==> src/design/assert_macros.svh <==
// Assertion macros shared by the checked RTL files.
`ifndef ASSERT_MACROS_SVH
`define ASSERT_MACROS_SVH
`ifndef SYNTHESIS
// Clocked implication, disabled while rst_n is low.
`define SWS_ASSERT_IMPL(label, ante, cons, msg) \
  label: assert property (@(posedge clk) disable iff (!rst_n) (ante) |-> (cons)) \
    else $error(msg);
// Same, with the consequent checked in the cycle after the antecedent.
`define SWS_ASSERT_NEXT(label, ante, cons, msg) \
  label: assert property (@(posedge clk) disable iff (!rst_n) (ante) |=> (cons)) \
    else $error(msg);
`else
`define SWS_ASSERT_IMPL(label, ante, cons, msg)
`define SWS_ASSERT_NEXT(label, ante, cons, msg)
`endif
`endif

==> src/design/sws_pkg.sv <==
// Shared types, codes and widths for the sorted window statistics block.
package sws_pkg;

  localparam int SWS_WINDOW_DEPTH = 64;
  localparam int SAMPLE_W         = 32;
  localparam int STAT_W           = 38;
  localparam int SEL_W            = 3;

  // statistic_select codes
  localparam logic [SEL_W-1:0] STAT_MEDIAN = 3'd0;
  localparam logic [SEL_W-1:0] STAT_MIN    = 3'd1;
  localparam logic [SEL_W-1:0] STAT_MAX    = 3'd2;
  localparam logic [SEL_W-1:0] STAT_MEAN   = 3'd3;
  localparam logic [SEL_W-1:0] STAT_RANGE  = 3'd4;
  localparam logic [SEL_W-1:0] STAT_MODE   = 3'd5;
  localparam logic [SEL_W-1:0] STAT_SUM    = 3'd6;

  // result source codes
  localparam int SRC_W = 3;
  localparam logic [SRC_W-1:0] SRC_FIRST  = 3'd0;
  localparam logic [SRC_W-1:0] SRC_LATEST = 3'd1;
  localparam logic [SRC_W-1:0] SRC_RANGE  = 3'd2;
  localparam logic [SRC_W-1:0] SRC_SUM    = 3'd3;
  localparam logic [SRC_W-1:0] SRC_BEST   = 3'd4;
  localparam logic [SRC_W-1:0] SRC_RAM    = 3'd5;
  localparam logic [SRC_W-1:0] SRC_DIV    = 3'd6;

  // running sum is exact, and never narrower than the result
  function automatic int sws_sum_width(input int depth);
    int w;
    w = SAMPLE_W + 1 + $clog2(depth);
    return (w > STAT_W) ? w : STAT_W;
  endfunction

  typedef struct packed {
    logic             accept;     // sample word taken this cycle
    logic             div_start;
    logic             load;       // capture result, clear window
    logic [SRC_W-1:0] src;
  } sws_cmd_t;

  typedef struct packed {
    logic [SEL_W-1:0] stat_sel;
    logic             mode_found;
    logic             div_done;
    logic             out_busy;
  } sws_stat_t;

endpackage

==> src/design/sws_in_if.sv <==
// Sample input channel.
interface sws_in_if import sws_pkg::*; ();
  logic                       valid;
  logic                       ready;
  logic signed [SAMPLE_W-1:0] sample;
  logic                       last;

  modport source (output valid, output sample, output last, input ready);
  modport sink   (input valid, input sample, input last, output ready);
endinterface

==> src/design/sws_out_if.sv <==
// Result output channel.
interface sws_out_if import sws_pkg::*; ();
  logic                     valid;
  logic                     ready;
  logic signed [STAT_W-1:0] stat_value;
  logic                     too_many;

  modport source (output valid, output stat_value, output too_many, input ready);
  modport sink   (input valid, input stat_value, input too_many, output ready);
endinterface

==> src/design/sorted_window_statistics.sv <==
// Top level of the sorted window statistics block.
//
//   channel  dir  words                          handshake
//   in_ch    in   sample (s32 Q16.16), last      valid/ready
//   out_ch   out  stat_value (s38), too_many     valid/ready
//   cfg      in   cfg_data = statistic_select    cfg_we, no read-back
//
// Samples are taken one per cycle. After the word with last set the input stalls:
// min, max, range, sum and a found mode are loaded straight from the select state, median
// after a RAM read state, mean and mode fallback after the bit-serial divider.
// The result register holds until taken; the next window streams in meanwhile, and
// after its closing word the input stalls until that register is free.
// Reset is synchronous; no clearing pass.
`include "assert_macros.svh"
module sorted_window_statistics import sws_pkg::*; #(
  parameter int WINDOW_DEPTH = SWS_WINDOW_DEPTH
) (
  input  logic             clk,
  input  logic             rst_n,
  sws_in_if.sink           in_ch,
  sws_out_if.source        out_ch,
  input  logic             cfg_we,
  input  logic [SEL_W-1:0] cfg_data
);
  sws_cmd_t  cmd;
  sws_stat_t stat;
  logic      in_take;

  assign in_take = in_ch.valid && in_ch.ready;

  sws_ctrl u_ctrl (
    .clk      (clk),
    .rst_n    (rst_n),
    .in_valid (in_ch.valid),
    .in_last  (in_ch.last),
    .in_ready (in_ch.ready),
    .stat     (stat),
    .cmd      (cmd)
  );

  sws_dp #(
    .WINDOW_DEPTH (WINDOW_DEPTH)
  ) u_dp (
    .clk            (clk),
    .rst_n          (rst_n),
    .cfg_we         (cfg_we),
    .cfg_data       (cfg_data),
    .in_sample      (in_ch.sample),
    .cmd            (cmd),
    .stat           (stat),
    .out_ready      (out_ch.ready),
    .out_valid      (out_ch.valid),
    .out_stat_value (out_ch.stat_value),
    .out_too_many   (out_ch.too_many)
  );

  // window close stops input for at least the cycle after it
  `SWS_ASSERT_NEXT(a_close_stalls, in_take && in_ch.last, !in_ch.ready, "input taken after close")
  // a new result word only comes out of a compute state
  `SWS_ASSERT_IMPL(a_result_after_close, $rose(out_ch.valid), $past(!in_ch.ready), "stray result")
  // no result capture while a sample word is being taken
  `SWS_ASSERT_IMPL(a_load_excl_accept, cmd.load, !cmd.accept, "result load during sample accept")
endmodule

==> src/design/sws_ram.sv <==
// Generic single write port RAM with registered read.
module sws_ram #(
  parameter int WIDTH = 32,
  parameter int DEPTH = 64
) (
  input  logic                     clk,
  input  logic                     we,
  input  logic [$clog2(DEPTH)-1:0] waddr,
  input  logic [WIDTH-1:0]         wdata,
  input  logic [$clog2(DEPTH)-1:0] raddr,
  output logic [WIDTH-1:0]         rdata
);
  logic [WIDTH-1:0] mem [DEPTH];

  always_ff @(posedge clk) begin
    if (we) begin
      mem[waddr] <= wdata;
    end
    rdata <= mem[raddr];
  end
endmodule

==> src/design/sws_div.sv <==
// Restoring divider, one quotient bit per cycle, signed dividend truncated toward zero.
module sws_div import sws_pkg::*; #(
  parameter int DIVIDEND_W = 39,
  parameter int DIVISOR_W  = 7
) (
  input  logic                         clk,
  input  logic                         rst_n,
  input  logic                         start,
  input  logic signed [DIVIDEND_W-1:0] dividend,
  input  logic        [DIVISOR_W-1:0]  divisor,
  output logic                         done,
  output logic signed [DIVIDEND_W-1:0] quotient
);
  localparam int STEP_W = $clog2(DIVIDEND_W + 1);

  logic                  busy_r, busy_nxt;
  logic                  done_r, done_nxt;
  logic [STEP_W-1:0]     step_r, step_nxt;
  logic [DIVIDEND_W-1:0] quot_r, quot_nxt;
  logic [DIVISOR_W-1:0]  rem_r, rem_nxt;
  logic [DIVISOR_W-1:0]  dvs_r, dvs_nxt;
  logic                  neg_r, neg_nxt;
  logic [DIVISOR_W:0]    trial;
  logic [DIVISOR_W:0]    trial_sub;
  logic                  fits;

  assign trial     = {rem_r, quot_r[DIVIDEND_W-1]};
  assign trial_sub = trial - {1'b0, dvs_r};
  assign fits      = (trial >= {1'b0, dvs_r});

  always_comb begin
    busy_nxt = busy_r;
    done_nxt = 1'b0;
    step_nxt = step_r;
    quot_nxt = quot_r;
    rem_nxt  = rem_r;
    dvs_nxt  = dvs_r;
    neg_nxt  = neg_r;
    if (start) begin
      busy_nxt = 1'b1;
      step_nxt = STEP_W'(DIVIDEND_W);
      neg_nxt  = dividend[DIVIDEND_W-1];
      quot_nxt = dividend[DIVIDEND_W-1] ? (~dividend + 1'b1) : dividend;
      rem_nxt  = '0;
      dvs_nxt  = divisor;
    end else if (busy_r) begin
      quot_nxt = {quot_r[DIVIDEND_W-2:0], fits};
      rem_nxt  = fits ? trial_sub[DIVISOR_W-1:0] : trial[DIVISOR_W-1:0];
      step_nxt = step_r - 1'b1;
      if (step_r == STEP_W'(1)) begin
        busy_nxt = 1'b0;
        done_nxt = 1'b1;
      end
    end
  end

  always_ff @(posedge clk) begin
    if (!rst_n) begin
      busy_r <= 1'b0;
      done_r <= 1'b0;
      step_r <= '0;
    end else begin
      busy_r <= busy_nxt;
      done_r <= done_nxt;
      step_r <= step_nxt;
    end
    quot_r <= quot_nxt;
    rem_r  <= rem_nxt;
    dvs_r  <= dvs_nxt;
    neg_r  <= neg_nxt;
  end

  assign done     = done_r;
  assign quotient = neg_r ? $signed(~quot_r + 1'b1) : $signed(quot_r);
endmodule

==> src/design/sws_ctrl.sv <==
// Window controller: accumulate, then pick and produce the statistic.
module sws_ctrl import sws_pkg::*; (
  input  logic      clk,
  input  logic      rst_n,
  input  logic      in_valid,
  input  logic      in_last,
  output logic      in_ready,
  input  sws_stat_t stat,
  output sws_cmd_t  cmd
);
  localparam logic [1:0] ST_ACCUM  = 2'd0;
  localparam logic [1:0] ST_SELECT = 2'd1;
  localparam logic [1:0] ST_MED    = 2'd2;
  localparam logic [1:0] ST_DIV    = 2'd3;

  logic [1:0] state_r, state_nxt;

  always_comb begin
    state_nxt     = state_r;
    in_ready      = 1'b0;
    cmd.accept    = 1'b0;
    cmd.div_start = 1'b0;
    cmd.load      = 1'b0;
    cmd.src       = SRC_FIRST;
    case (state_r)
      ST_ACCUM: begin
        in_ready   = 1'b1;
        cmd.accept = in_valid;
        if (in_valid && in_last) begin
          state_nxt = ST_SELECT;
        end
      end
      ST_SELECT: begin
        // hold until the previous result word has left
        if (!stat.out_busy) begin
          case (stat.stat_sel)
            STAT_MIN: begin
              cmd.load  = 1'b1;
              cmd.src   = SRC_FIRST;
              state_nxt = ST_ACCUM;
            end
            STAT_MAX: begin
              cmd.load  = 1'b1;
              cmd.src   = SRC_LATEST;
              state_nxt = ST_ACCUM;
            end
            STAT_RANGE: begin
              cmd.load  = 1'b1;
              cmd.src   = SRC_RANGE;
              state_nxt = ST_ACCUM;
            end
            STAT_SUM: begin
              cmd.load  = 1'b1;
              cmd.src   = SRC_SUM;
              state_nxt = ST_ACCUM;
            end
            STAT_MODE: begin
              if (stat.mode_found) begin
                cmd.load  = 1'b1;
                cmd.src   = SRC_BEST;
                state_nxt = ST_ACCUM;
              end else begin
                cmd.div_start = 1'b1;
                state_nxt     = ST_DIV;
              end
            end
            STAT_MEAN: begin
              cmd.div_start = 1'b1;
              state_nxt     = ST_DIV;
            end
            default: begin
              // median and the unused code: RAM read of count/2 is in flight
              state_nxt = ST_MED;
            end
          endcase
        end
      end
      ST_MED: begin
        cmd.load  = 1'b1;
        cmd.src   = SRC_RAM;
        state_nxt = ST_ACCUM;
      end
      ST_DIV: begin
        if (stat.div_done) begin
          cmd.load  = 1'b1;
          cmd.src   = SRC_DIV;
          state_nxt = ST_ACCUM;
        end
      end
      default: begin
        state_nxt = ST_ACCUM;
      end
    endcase
  end

  always_ff @(posedge clk) begin
    if (!rst_n) begin
      state_r <= ST_ACCUM;
    end else begin
      state_r <= state_nxt;
    end
  end
endmodule

==> src/design/sws_dp.sv <==
// Datapath: sample store, running statistics, divider and result register.
module sws_dp import sws_pkg::*; #(
  parameter int WINDOW_DEPTH = SWS_WINDOW_DEPTH
) (
  input  logic                       clk,
  input  logic                       rst_n,
  input  logic                       cfg_we,
  input  logic [SEL_W-1:0]           cfg_data,
  input  logic signed [SAMPLE_W-1:0] in_sample,
  input  sws_cmd_t                   cmd,
  output sws_stat_t                  stat,
  input  logic                       out_ready,
  output logic                       out_valid,
  output logic signed [STAT_W-1:0]   out_stat_value,
  output logic                       out_too_many
);
  localparam int CNT_W  = $clog2(WINDOW_DEPTH + 1);
  localparam int ADDR_W = $clog2(WINDOW_DEPTH);
  localparam int SUM_W  = sws_sum_width(WINDOW_DEPTH);
  localparam int EXT_W  = SUM_W - SAMPLE_W;
  localparam logic signed [SUM_W-1:0] SAT_HI =
    {{(SUM_W - STAT_W + 1){1'b0}}, {(STAT_W - 1){1'b1}}};
  localparam logic signed [SUM_W-1:0] SAT_LO =
    {{(SUM_W - STAT_W + 1){1'b1}}, {(STAT_W - 1){1'b0}}};

  logic [SEL_W-1:0]           sel_r;
  logic [CNT_W-1:0]           count_r;
  logic signed [SUM_W-1:0]    sum_r;
  logic signed [SAMPLE_W-1:0] first_r, latest_r, run_val_r, best_val_r;
  logic [CNT_W-1:0]           run_len_r, best_len_r;
  logic                       ovf_r;
  logic                       out_valid_r;
  logic signed [STAT_W-1:0]   out_value_r;
  logic                       out_too_many_r;

  logic                       full;
  logic                       store;
  logic [CNT_W-1:0]           run_inc;
  logic [CNT_W-1:0]           half_cnt;
  logic [SAMPLE_W-1:0]        ram_rdata;
  logic                       div_done;
  logic signed [SUM_W-1:0]    div_quot;
  logic signed [SUM_W-1:0]    samp_ext, first_ext, latest_ext, best_ext, ram_ext;
  logic signed [SUM_W-1:0]    pick;
  logic signed [STAT_W-1:0]   pick_sat;

  assign full     = (count_r == CNT_W'(WINDOW_DEPTH));
  assign store    = cmd.accept && !full;
  assign run_inc  = run_len_r + 1'b1;
  assign half_cnt = count_r >> 1;

  assign samp_ext   = {{EXT_W{in_sample[SAMPLE_W-1]}}, in_sample};
  assign first_ext  = {{EXT_W{first_r[SAMPLE_W-1]}}, first_r};
  assign latest_ext = {{EXT_W{latest_r[SAMPLE_W-1]}}, latest_r};
  assign best_ext   = {{EXT_W{best_val_r[SAMPLE_W-1]}}, best_val_r};
  assign ram_ext    = {{EXT_W{ram_rdata[SAMPLE_W-1]}}, ram_rdata};

  sws_ram #(
    .WIDTH (SAMPLE_W),
    .DEPTH (WINDOW_DEPTH)
  ) u_store (
    .clk   (clk),
    .we    (store),
    .waddr (count_r[ADDR_W-1:0]),
    .wdata (in_sample),
    .raddr (half_cnt[ADDR_W-1:0]),
    .rdata (ram_rdata)
  );

  sws_div #(
    .DIVIDEND_W (SUM_W),
    .DIVISOR_W  (CNT_W)
  ) u_div (
    .clk      (clk),
    .rst_n    (rst_n),
    .start    (cmd.div_start),
    .dividend (sum_r),
    .divisor  (count_r),
    .done     (div_done),
    .quotient (div_quot)
  );

  always_comb begin
    case (cmd.src)
      SRC_FIRST:  pick = first_ext;
      SRC_LATEST: pick = latest_ext;
      SRC_RANGE:  pick = latest_ext - first_ext;
      SRC_SUM:    pick = sum_r;
      SRC_BEST:   pick = best_ext;
      SRC_RAM:    pick = ram_ext;
      SRC_DIV:    pick = div_quot;
      default:    pick = '0;
    endcase
    if (pick > SAT_HI) begin
      pick_sat = SAT_HI[STAT_W-1:0];
    end else if (pick < SAT_LO) begin
      pick_sat = SAT_LO[STAT_W-1:0];
    end else begin
      pick_sat = pick[STAT_W-1:0];
    end
  end

  always_ff @(posedge clk) begin
    if (!rst_n) begin
      sel_r       <= STAT_MEDIAN;
      count_r     <= '0;
      sum_r       <= '0;
      first_r     <= '0;
      latest_r    <= '0;
      run_val_r   <= '0;
      run_len_r   <= '0;
      best_val_r  <= '0;
      best_len_r  <= '0;
      ovf_r       <= 1'b0;
      out_valid_r <= 1'b0;
    end else begin
      if (cfg_we) begin
        sel_r <= cfg_data;
      end
      if (out_valid_r && out_ready) begin
        out_valid_r <= 1'b0;
      end
      if (cmd.load) begin
        out_valid_r <= 1'b1;
        count_r     <= '0;
        sum_r       <= '0;
        first_r     <= '0;
        latest_r    <= '0;
        run_val_r   <= '0;
        run_len_r   <= '0;
        best_val_r  <= '0;
        best_len_r  <= '0;
        ovf_r       <= 1'b0;
      end else if (cmd.accept) begin
        if (full) begin
          ovf_r <= 1'b1;
        end else begin
          if (count_r == '0) begin
            first_r   <= in_sample;
            run_val_r <= in_sample;
            run_len_r <= CNT_W'(1);
          end else if (in_sample == run_val_r) begin
            run_len_r <= run_inc;
            // first longest run wins: strictly longer only
            if (run_inc > best_len_r) begin
              best_val_r <= run_val_r;
              best_len_r <= run_inc;
            end
          end else begin
            run_val_r <= in_sample;
            run_len_r <= CNT_W'(1);
          end
          latest_r <= in_sample;
          sum_r    <= sum_r + samp_ext;
          count_r  <= count_r + 1'b1;
        end
      end
    end
    if (cmd.load) begin
      out_value_r    <= pick_sat;
      out_too_many_r <= ovf_r;
    end
  end

  assign stat.stat_sel   = sel_r;
  assign stat.mode_found = (best_len_r >= CNT_W'(2));
  assign stat.div_done   = div_done;
  assign stat.out_busy   = out_valid_r;

  assign out_valid      = out_valid_r;
  assign out_stat_value = out_value_r;
  assign out_too_many   = out_too_many_r;
endmodule
==> src/flat_wrapper.sv <==
// flat-port wrapper written by rule: the top's interface ports become plain ports
module sorted_window_statistics_flat import sws_pkg::*;
#(
  parameter int WINDOW_DEPTH = SWS_WINDOW_DEPTH
)
  (clk, rst_n, cfg_we, cfg_data, in_ch_valid, in_ch_sample, in_ch_last, in_ch_ready, out_ch_valid, out_ch_stat_value, out_ch_too_many, out_ch_ready);
  sws_in_if in_ch_i ();
  sws_out_if out_ch_i ();
  input  logic clk;
  input  logic rst_n;
  input  logic cfg_we;
  input  logic [SEL_W-1:0] cfg_data;
  input wire logic [$bits(in_ch_i.valid)-1:0] in_ch_valid;
  input wire logic [$bits(in_ch_i.sample)-1:0] in_ch_sample;
  input wire logic [$bits(in_ch_i.last)-1:0] in_ch_last;
  output wire logic [$bits(in_ch_i.ready)-1:0] in_ch_ready;
  output wire logic [$bits(out_ch_i.valid)-1:0] out_ch_valid;
  output wire logic [$bits(out_ch_i.stat_value)-1:0] out_ch_stat_value;
  output wire logic [$bits(out_ch_i.too_many)-1:0] out_ch_too_many;
  input wire logic [$bits(out_ch_i.ready)-1:0] out_ch_ready;
  assign in_ch_i.valid = in_ch_valid;
  assign in_ch_i.sample = in_ch_sample;
  assign in_ch_i.last = in_ch_last;
  assign in_ch_ready = in_ch_i.ready;
  assign out_ch_valid = out_ch_i.valid;
  assign out_ch_stat_value = out_ch_i.stat_value;
  assign out_ch_too_many = out_ch_i.too_many;
  assign out_ch_i.ready = out_ch_ready;
  sorted_window_statistics #(.WINDOW_DEPTH(WINDOW_DEPTH)) u_core (.clk(clk), .rst_n(rst_n), .in_ch(in_ch_i), .out_ch(out_ch_i), .cfg_we(cfg_we), .cfg_data(cfg_data));
endmodule
==> config.mk <==
export PLATFORM = sky130hd
export DESIGN_NAME = sorted_window_statistics_flat
export DESIGN_NICKNAME = d
export VERILOG_FILES = /design/src/design/sws_pkg.sv /design/src/design/sws_in_if.sv /design/src/design/sws_out_if.sv /design/src/design/sorted_window_statistics.sv /design/src/design/sws_ram.sv /design/src/design/sws_div.sv /design/src/design/sws_ctrl.sv /design/src/design/sws_dp.sv /design/src/flat_wrapper.sv
export VERILOG_INCLUDE_DIRS = /design/src /design/src/design
export SDC_FILE = /design/constraint.sdc
export NUM_CORES = 2
export LEC_CHECK = 0
export BUFFER_PORTS_ARGS = -buffer_cell sky130_fd_sc_hd__buf_2
export CAP_MARGIN = 30
export CORE_ASPECT_RATIO = 1.5
export CORE_MARGIN = 1.5
export CORE_UTILIZATION = 25
export CTS_CLUSTER_DIAMETER = 150
export DETAILED_ROUTE_END_ITERATION = 16
export PLACE_DENSITY = 0.48
export SLEW_MARGIN = 20
export SYNTH_ARGS = -nofsm -noshare
export SYNTH_HDL_FRONTEND = slang
export SYNTH_SLANG_ARGS = --single-unit
==> constraint.sdc <==
create_clock -name clk -period 6.8 [get_ports clk]
set_input_delay 0.68 -clock clk [delete_from_list [all_inputs] [get_ports clk]]
set_output_delay 0.68 -clock clk [all_outputs]
set_load 0.05 [all_outputs]
Yosys cells after proc, flatten, opt, wreduce, memory -nomap -nowiden
Memory sizes are Yosys's and may differ from the RTL's. A register that Yosys moved wholly into a read port is not among the register bits. Cells that the tools add are included.

RAM bits: 2048. Register bits: 296. Memories kept: 1. Input bits: 41.

Magnitude comparators: 5. Eq/ne operators: 22. Reductions and logical operators: 19. Add/subtract/negate cells: 8. Muxes and demuxes: 37. Bitwise logic cells: 6.

Memories: u_core.u_dp.u_store.mem (words 64, bits a word 32, rd ports 1, clocked after memory_dff 1, wr ports 1, line sws_ram.sv:13) `logic [WIDTH-1:0] mem [DEPTH];`.

Operators with widths (number): $pmux W39 S7 (1); $mux W39 (4); $add A39 B1 Y39 const B (2); $not A39 Y39 (2); $mux W32 (2); $add A39 B32 Y39 (1); $gt A39 B38 Y1 const B (1); $lt A39 B38 Y1 const B (1); $mux W38 (1); $sub A32 B32 Y33 (1); $eq A32 B32 Y1 (1); $mux W7 (3); $pmux W4 S5 (1); $eq A3 B3 Y1 const B (6); $add A7 B1 Y7 const B (2); $eq A3 B2 Y1 const B (4); $mux W1 (12); $mux W6 (2); $pmux W4 S3 (1); $reduce_and A3 Y1 (3); $ge A8 B7 Y1 (1); $mux W2 (4); $mux W4 (2); $ne A2 B2 Y1 const B (4); other kinds (25) (35).

Longest topological paths before layout
Depth in word-level cells: 9. Depth in mapped cells: 16.

By module
Synthesis repeated with hierarchy kept, for this count alone.

Cell total of the unflattened synthesis: 5527. Area total of the unflattened synthesis: 97314.6 sq um.

Modules (own cells, without submodules): sws_ram (times used 1, cells an instance 3324, area each 78515.3 sq um); sws_dp (times used 1, cells an instance 1638, area each 13835.8 sq um); sws_div (times used 1, cells an instance 530, area each 4727.0 sq um); sws_ctrl (times used 1, cells an instance 35, area each 236.5 sq um).

Worst setup path before layout
OpenSTA, ideal clock, no wires.

Path kind: reg-to-reg. Start point: reg u_core.u_dp.count_r[1]. End point: mem u_core.u_dp.u_store.mem[13][0], enable pin. Cell stages (with the launch flop): 14. Setup slack: 1.943 ns. Arrival: 4.436 ns. Path buffers: 7. Data required time: 6.379 ns. Clock period less this slack: 4.857 ns. Path through: dfxtp_1 -> buf_2 -> buf_2 -> buf_2 -> buf_2 -> buf_2 -> inv_1 -> ha_1 -> nor3b_1 -> a21oi_1 -> clkbuf_1 -> clkbuf_1 -> nand4_1 -> nor2_1.

Word-level cells in the longest chain between the ends: 5.

Ends and longest elaborated chain: from (decl) (line sws_dp.sv:27) `logic [CNT_W-1:0] count_r;`; from (signal assigned) (line sws_dp.sv:155) `count_r <= count_r + 1'b1;`; $eq A7 B7 Y1 (line sws_dp.sv:47) `assign full = (count_r == CNT_W'(WINDOW_DEPTH));`; $logic_not A1 Y1 (line sws_dp.sv:48) `assign store = cmd.accept && !full;`; $logic_and A1 B1 Y1 (line sws_dp.sv:48); $mux W1 (line sws_ram.sv:16) `if (we) begin`; $mux W1 (implied by the code) (line sws_ram.sv:17) `mem[waddr] <= wdata;`; to (decl) (line sws_ram.sv:13).

Parallel ways exist; a longest one is shown, timed or not.

Final worst setup path
Start point: reg u_core.u_dp.count_r[5]. End point: mem u_core.u_dp.u_store.mem[58][30], enable pin.

Same word-level chain as after synthesis.

==> impl_metrics.toml <==
[synthesis]
avgSynthCellArea_sq_um = 17.5
async_flop_share_pct = 0
ys_ff_latch = 2376
ys_warn_count = 0
synth_cell_type_count = 92
syn_inst = 5520
yosysMostFrequentCell = "edfxtp_1"
synth_fp_nets = 5655
synth-seq-area-share_pct = 71.2
synth-edff-count = 2134
synth_flop_cell = "edfxtp_1"
synth_largest_area_cell = "edfxtp_1"
syn_area_sq_mm = 0.0969
synth_top_area_share_pct = 66.2
synthTopCellsByArea = "edfxtp_1 66%, mux4_2 12%, dfxtp_1 5.0%, mux2i_1 1.6%, nor2_1 1.3%"
ys_top_cells_by_count = "2,134 x edfxtp_1, 520 x mux4_2, 341 x nor2_1"

[clocking]
clkTransAtPathRegs_ns = 0.06
clkSinkCount = 2376
cts_hold_buf = 0
cts_made_buffers = 221
clockBufferDepth = 4
cts_tree = "done"
post_cts_resized = 0
post_cts_buffers = 0
cts_root_buf = "clkbuf_16"
h-tree-depth = 4
clock_latency_ns = 0.93

[drt]
final_antenna_net_count = 0
wl_um = 310000
drt_first_iter_violations = 4289
wire_per_inst_um = 28.3
dr.pass1.iters = 8
drc = 0
num_vias = 52900
routed_via_density = 4.82

[timing]
period_share_pct = 69.2
rsz0062_at_grt = "false"
slew_viol_final = 0
fin_setup_tns_ns = 0
period_needed_ns = 4.71
worst_pin_slew_ns = 1.25
layout_setup_ws_ns = 2.09
fin_skew_ns = 0.117
relSlewSlack_pct = 16.9
fmax_mhz = 212
finalSetupViolCount = 0
hold_viol = 0
whs_ns = 0.0544

[placement]
place_congestion = 0.827
post-place-ws_ns = 2.07
port_buffers = 81
hpwl_um = 202000

[pwr]
p_sw_share_pct = 23.8
peakVddDrop_mv = 0.202
power.internal_mw = 24.3
clkPwrFrac_pct = 40.1
total_power_mw = 32.0
power.density_mw_per_mm2 = 284
seq_power_share_pct = 51.1
combPwrFrac_pct = 8.8
p_leak_nw = 34.4
switching_power_mw = 7.62

[worst_setup_path]
start_kind = "flop"
rr_worst_depth = 9
crit_type = "reg2reg"
crit_end = "u_core.u_dp.u_store.mem[58][30]"
worstPathMaxFanout = 31
endpoint_kind = "flop"
r2r-end = "u_core.u_dp.u_store.mem[58][30]"
reg2reg_from = "u_core.u_dp.count_r[5]"
r2r_slack_ns = 2.09
cp.arrival_ns = 5.25
crit_required_ns = 7.35
crit_start = "u_core.u_dp.count_r[5]"

[floorplan]
floorplan.initialDensity_pct = 25.1
die_area_sq_mm = 0.391
io_pins = 82
core_area_sq_mm = 0.385
die_h_um = 765
num_rows = 279
die_x_um = 511

[global_route]
grt_max_degree = 126
track_usage_pct = 15.5
grt_antenna_before_repair = 14
grt_pass1_wl_um = 436000
grt_overflow = 0
first_global_vias = 54700

[layout]
area_growth_pct = 16.0
drive_gt1_share_pct = 22.5
fin_nets = 5867

[run_status]
status = "completed"

[hold_path]
hold_path.class = "in2reg"

[run]
maxCapViolCount = 0
## cells by family (layout without fill, tap and decap cells)
| group | Yosys count | in the layout | synth area share (%) |
|---|---|---|---|
| DFF | 2376 | 2376 | 71.2 |
| and+or+nand+nor | 939 | 939 | 4.38 |
| AOI/OAI and AO/OA | 815 | 815 | 5.68 |
| muxes | 723 | 723 | 14.2 |
| buffers and inverters | 390 | 787 | 1.63 |
| xor gates and xnor gates | 179 | 179 | 1.62 |
| adders and majority gates | 98 | 98 | 1.28 |
| other | 0 | 7 | 0 |
## cell usage in the layout (no fill, tap or decap), types with 82 or more instances in the layout
master,netlist,layout
mux4_2,520,520
mux2i_1,159,159
a22oi_1,103,103
nand2_1,336,335
ha_1,91,91
dfxtp_1,242,236
o21ai_0,136,136
xor2_1,86,86
a21oi_1,220,218
nor2_1,341,268
edfxtp_1,2134,2134
buf_2,70,82
clkbuf_16,0,227
buf_4,2,193
xnor2_1,93,93
## area by class of cell
class                      count  area, sq um
clock inverter               140         1450
tap                         5058         6330
antenna                        7         17.5
fill                       38200       273000
clock buffer                 268         5900
multi-input combinational   2754        26900
timing repair buffer         304         2490
sequential                  2376        68900
inverter                      75          282
## metal layers
| layer | up-vias | track usage, % | part of all wire (%) |
|---|---|---|---|
| li1 | 22600 | - | - |
| met1 | 28500 | 18.4 | 39 |
| met2 | 1441 | 29.1 | 54 |
| met3 | 379 | 1.74 | 4.3 |
| met4 | 4 | 4.97 | 3.2 |
| met5 | - | 0 | 0.0081 |
## state kept, by name, summed over array words and instances, names as in the netlist, 32 cells and up
name / count
u_core.u_dp.run_val_r: 32
u_core.u_dp.latest_r: 32
u_core.u_dp.u_store.rdata: 32
u_core.u_dp.u_store.mem: 2048
u_core.u_dp.u_div.quot_r: 39
u_core.u_dp.out_stat_value: 38
u_core.u_dp.first_r: 32
u_core.u_dp.sum_r: 39
u_core.u_dp.best_val_r: 32
## power groups by stage
stage | registers (mW) | logic [mW] | clock network (mW)
3_5_place_dp | 16.7 | 2.84 | 0
5_1_grt | 16.4 | 3.06 | 13.6
6_report | 16.3 | 2.81 | 12.8
3_3_place_gp | 16.7 | 2.81 | 0
2_1_floorplan | 16.6 | 1.83 | 0
4_1_cts | 16.3 | 2.85 | 13.1
## stage by stage
stage | std cells | utilization (%) | cell area (sq um)
floorplan | 5520 | - | 96900
global placement | 10600 | 27.2 | 105000
detailed placement | 10600 | 27.2 | 105000
CTS | 11000 | 29.1 | 112000
global route | 11000 | 29.2 | 112000
finish | 11000 | 29.2 | 112000
## worst max-delay path: stages (launching register included)
cell,delay [ns]
dfxtp_4,0.68
nor2_4,0.04
nand2_1,0.59
nor3b_1,0.13
buf_4,0.20
a21o_4,0.36
nor2_1,0.28
nand3_1,0.71
nor2_4,0.97
buf_4,0.37
## worst min-delay path by stage
stage | startpoint | to | cells past startpoint
6_report | cfg_data[1] | u_core.u_dp.sel_r[1] | 3
5_1_grt | cfg_data[1] | u_core.u_dp.sel_r[1] | 3
4_1_cts | cfg_data[1] | u_core.u_dp.sel_r[1] | 3
3_5_place_dp | u_core.u_dp.u_div.rem_r[6] | u_core.u_dp.u_div.rem_r[6] | 2
3_3_place_gp | u_core.u_dp.u_div.rem_r[6] | u_core.u_dp.u_div.rem_r[6] | 2
2_1_floorplan | u_core.u_dp.count_r[2] | u_core.u_dp.u_div.dvs_r[2] | 0
Note: power is estimated with default switching activity, not from simulation.
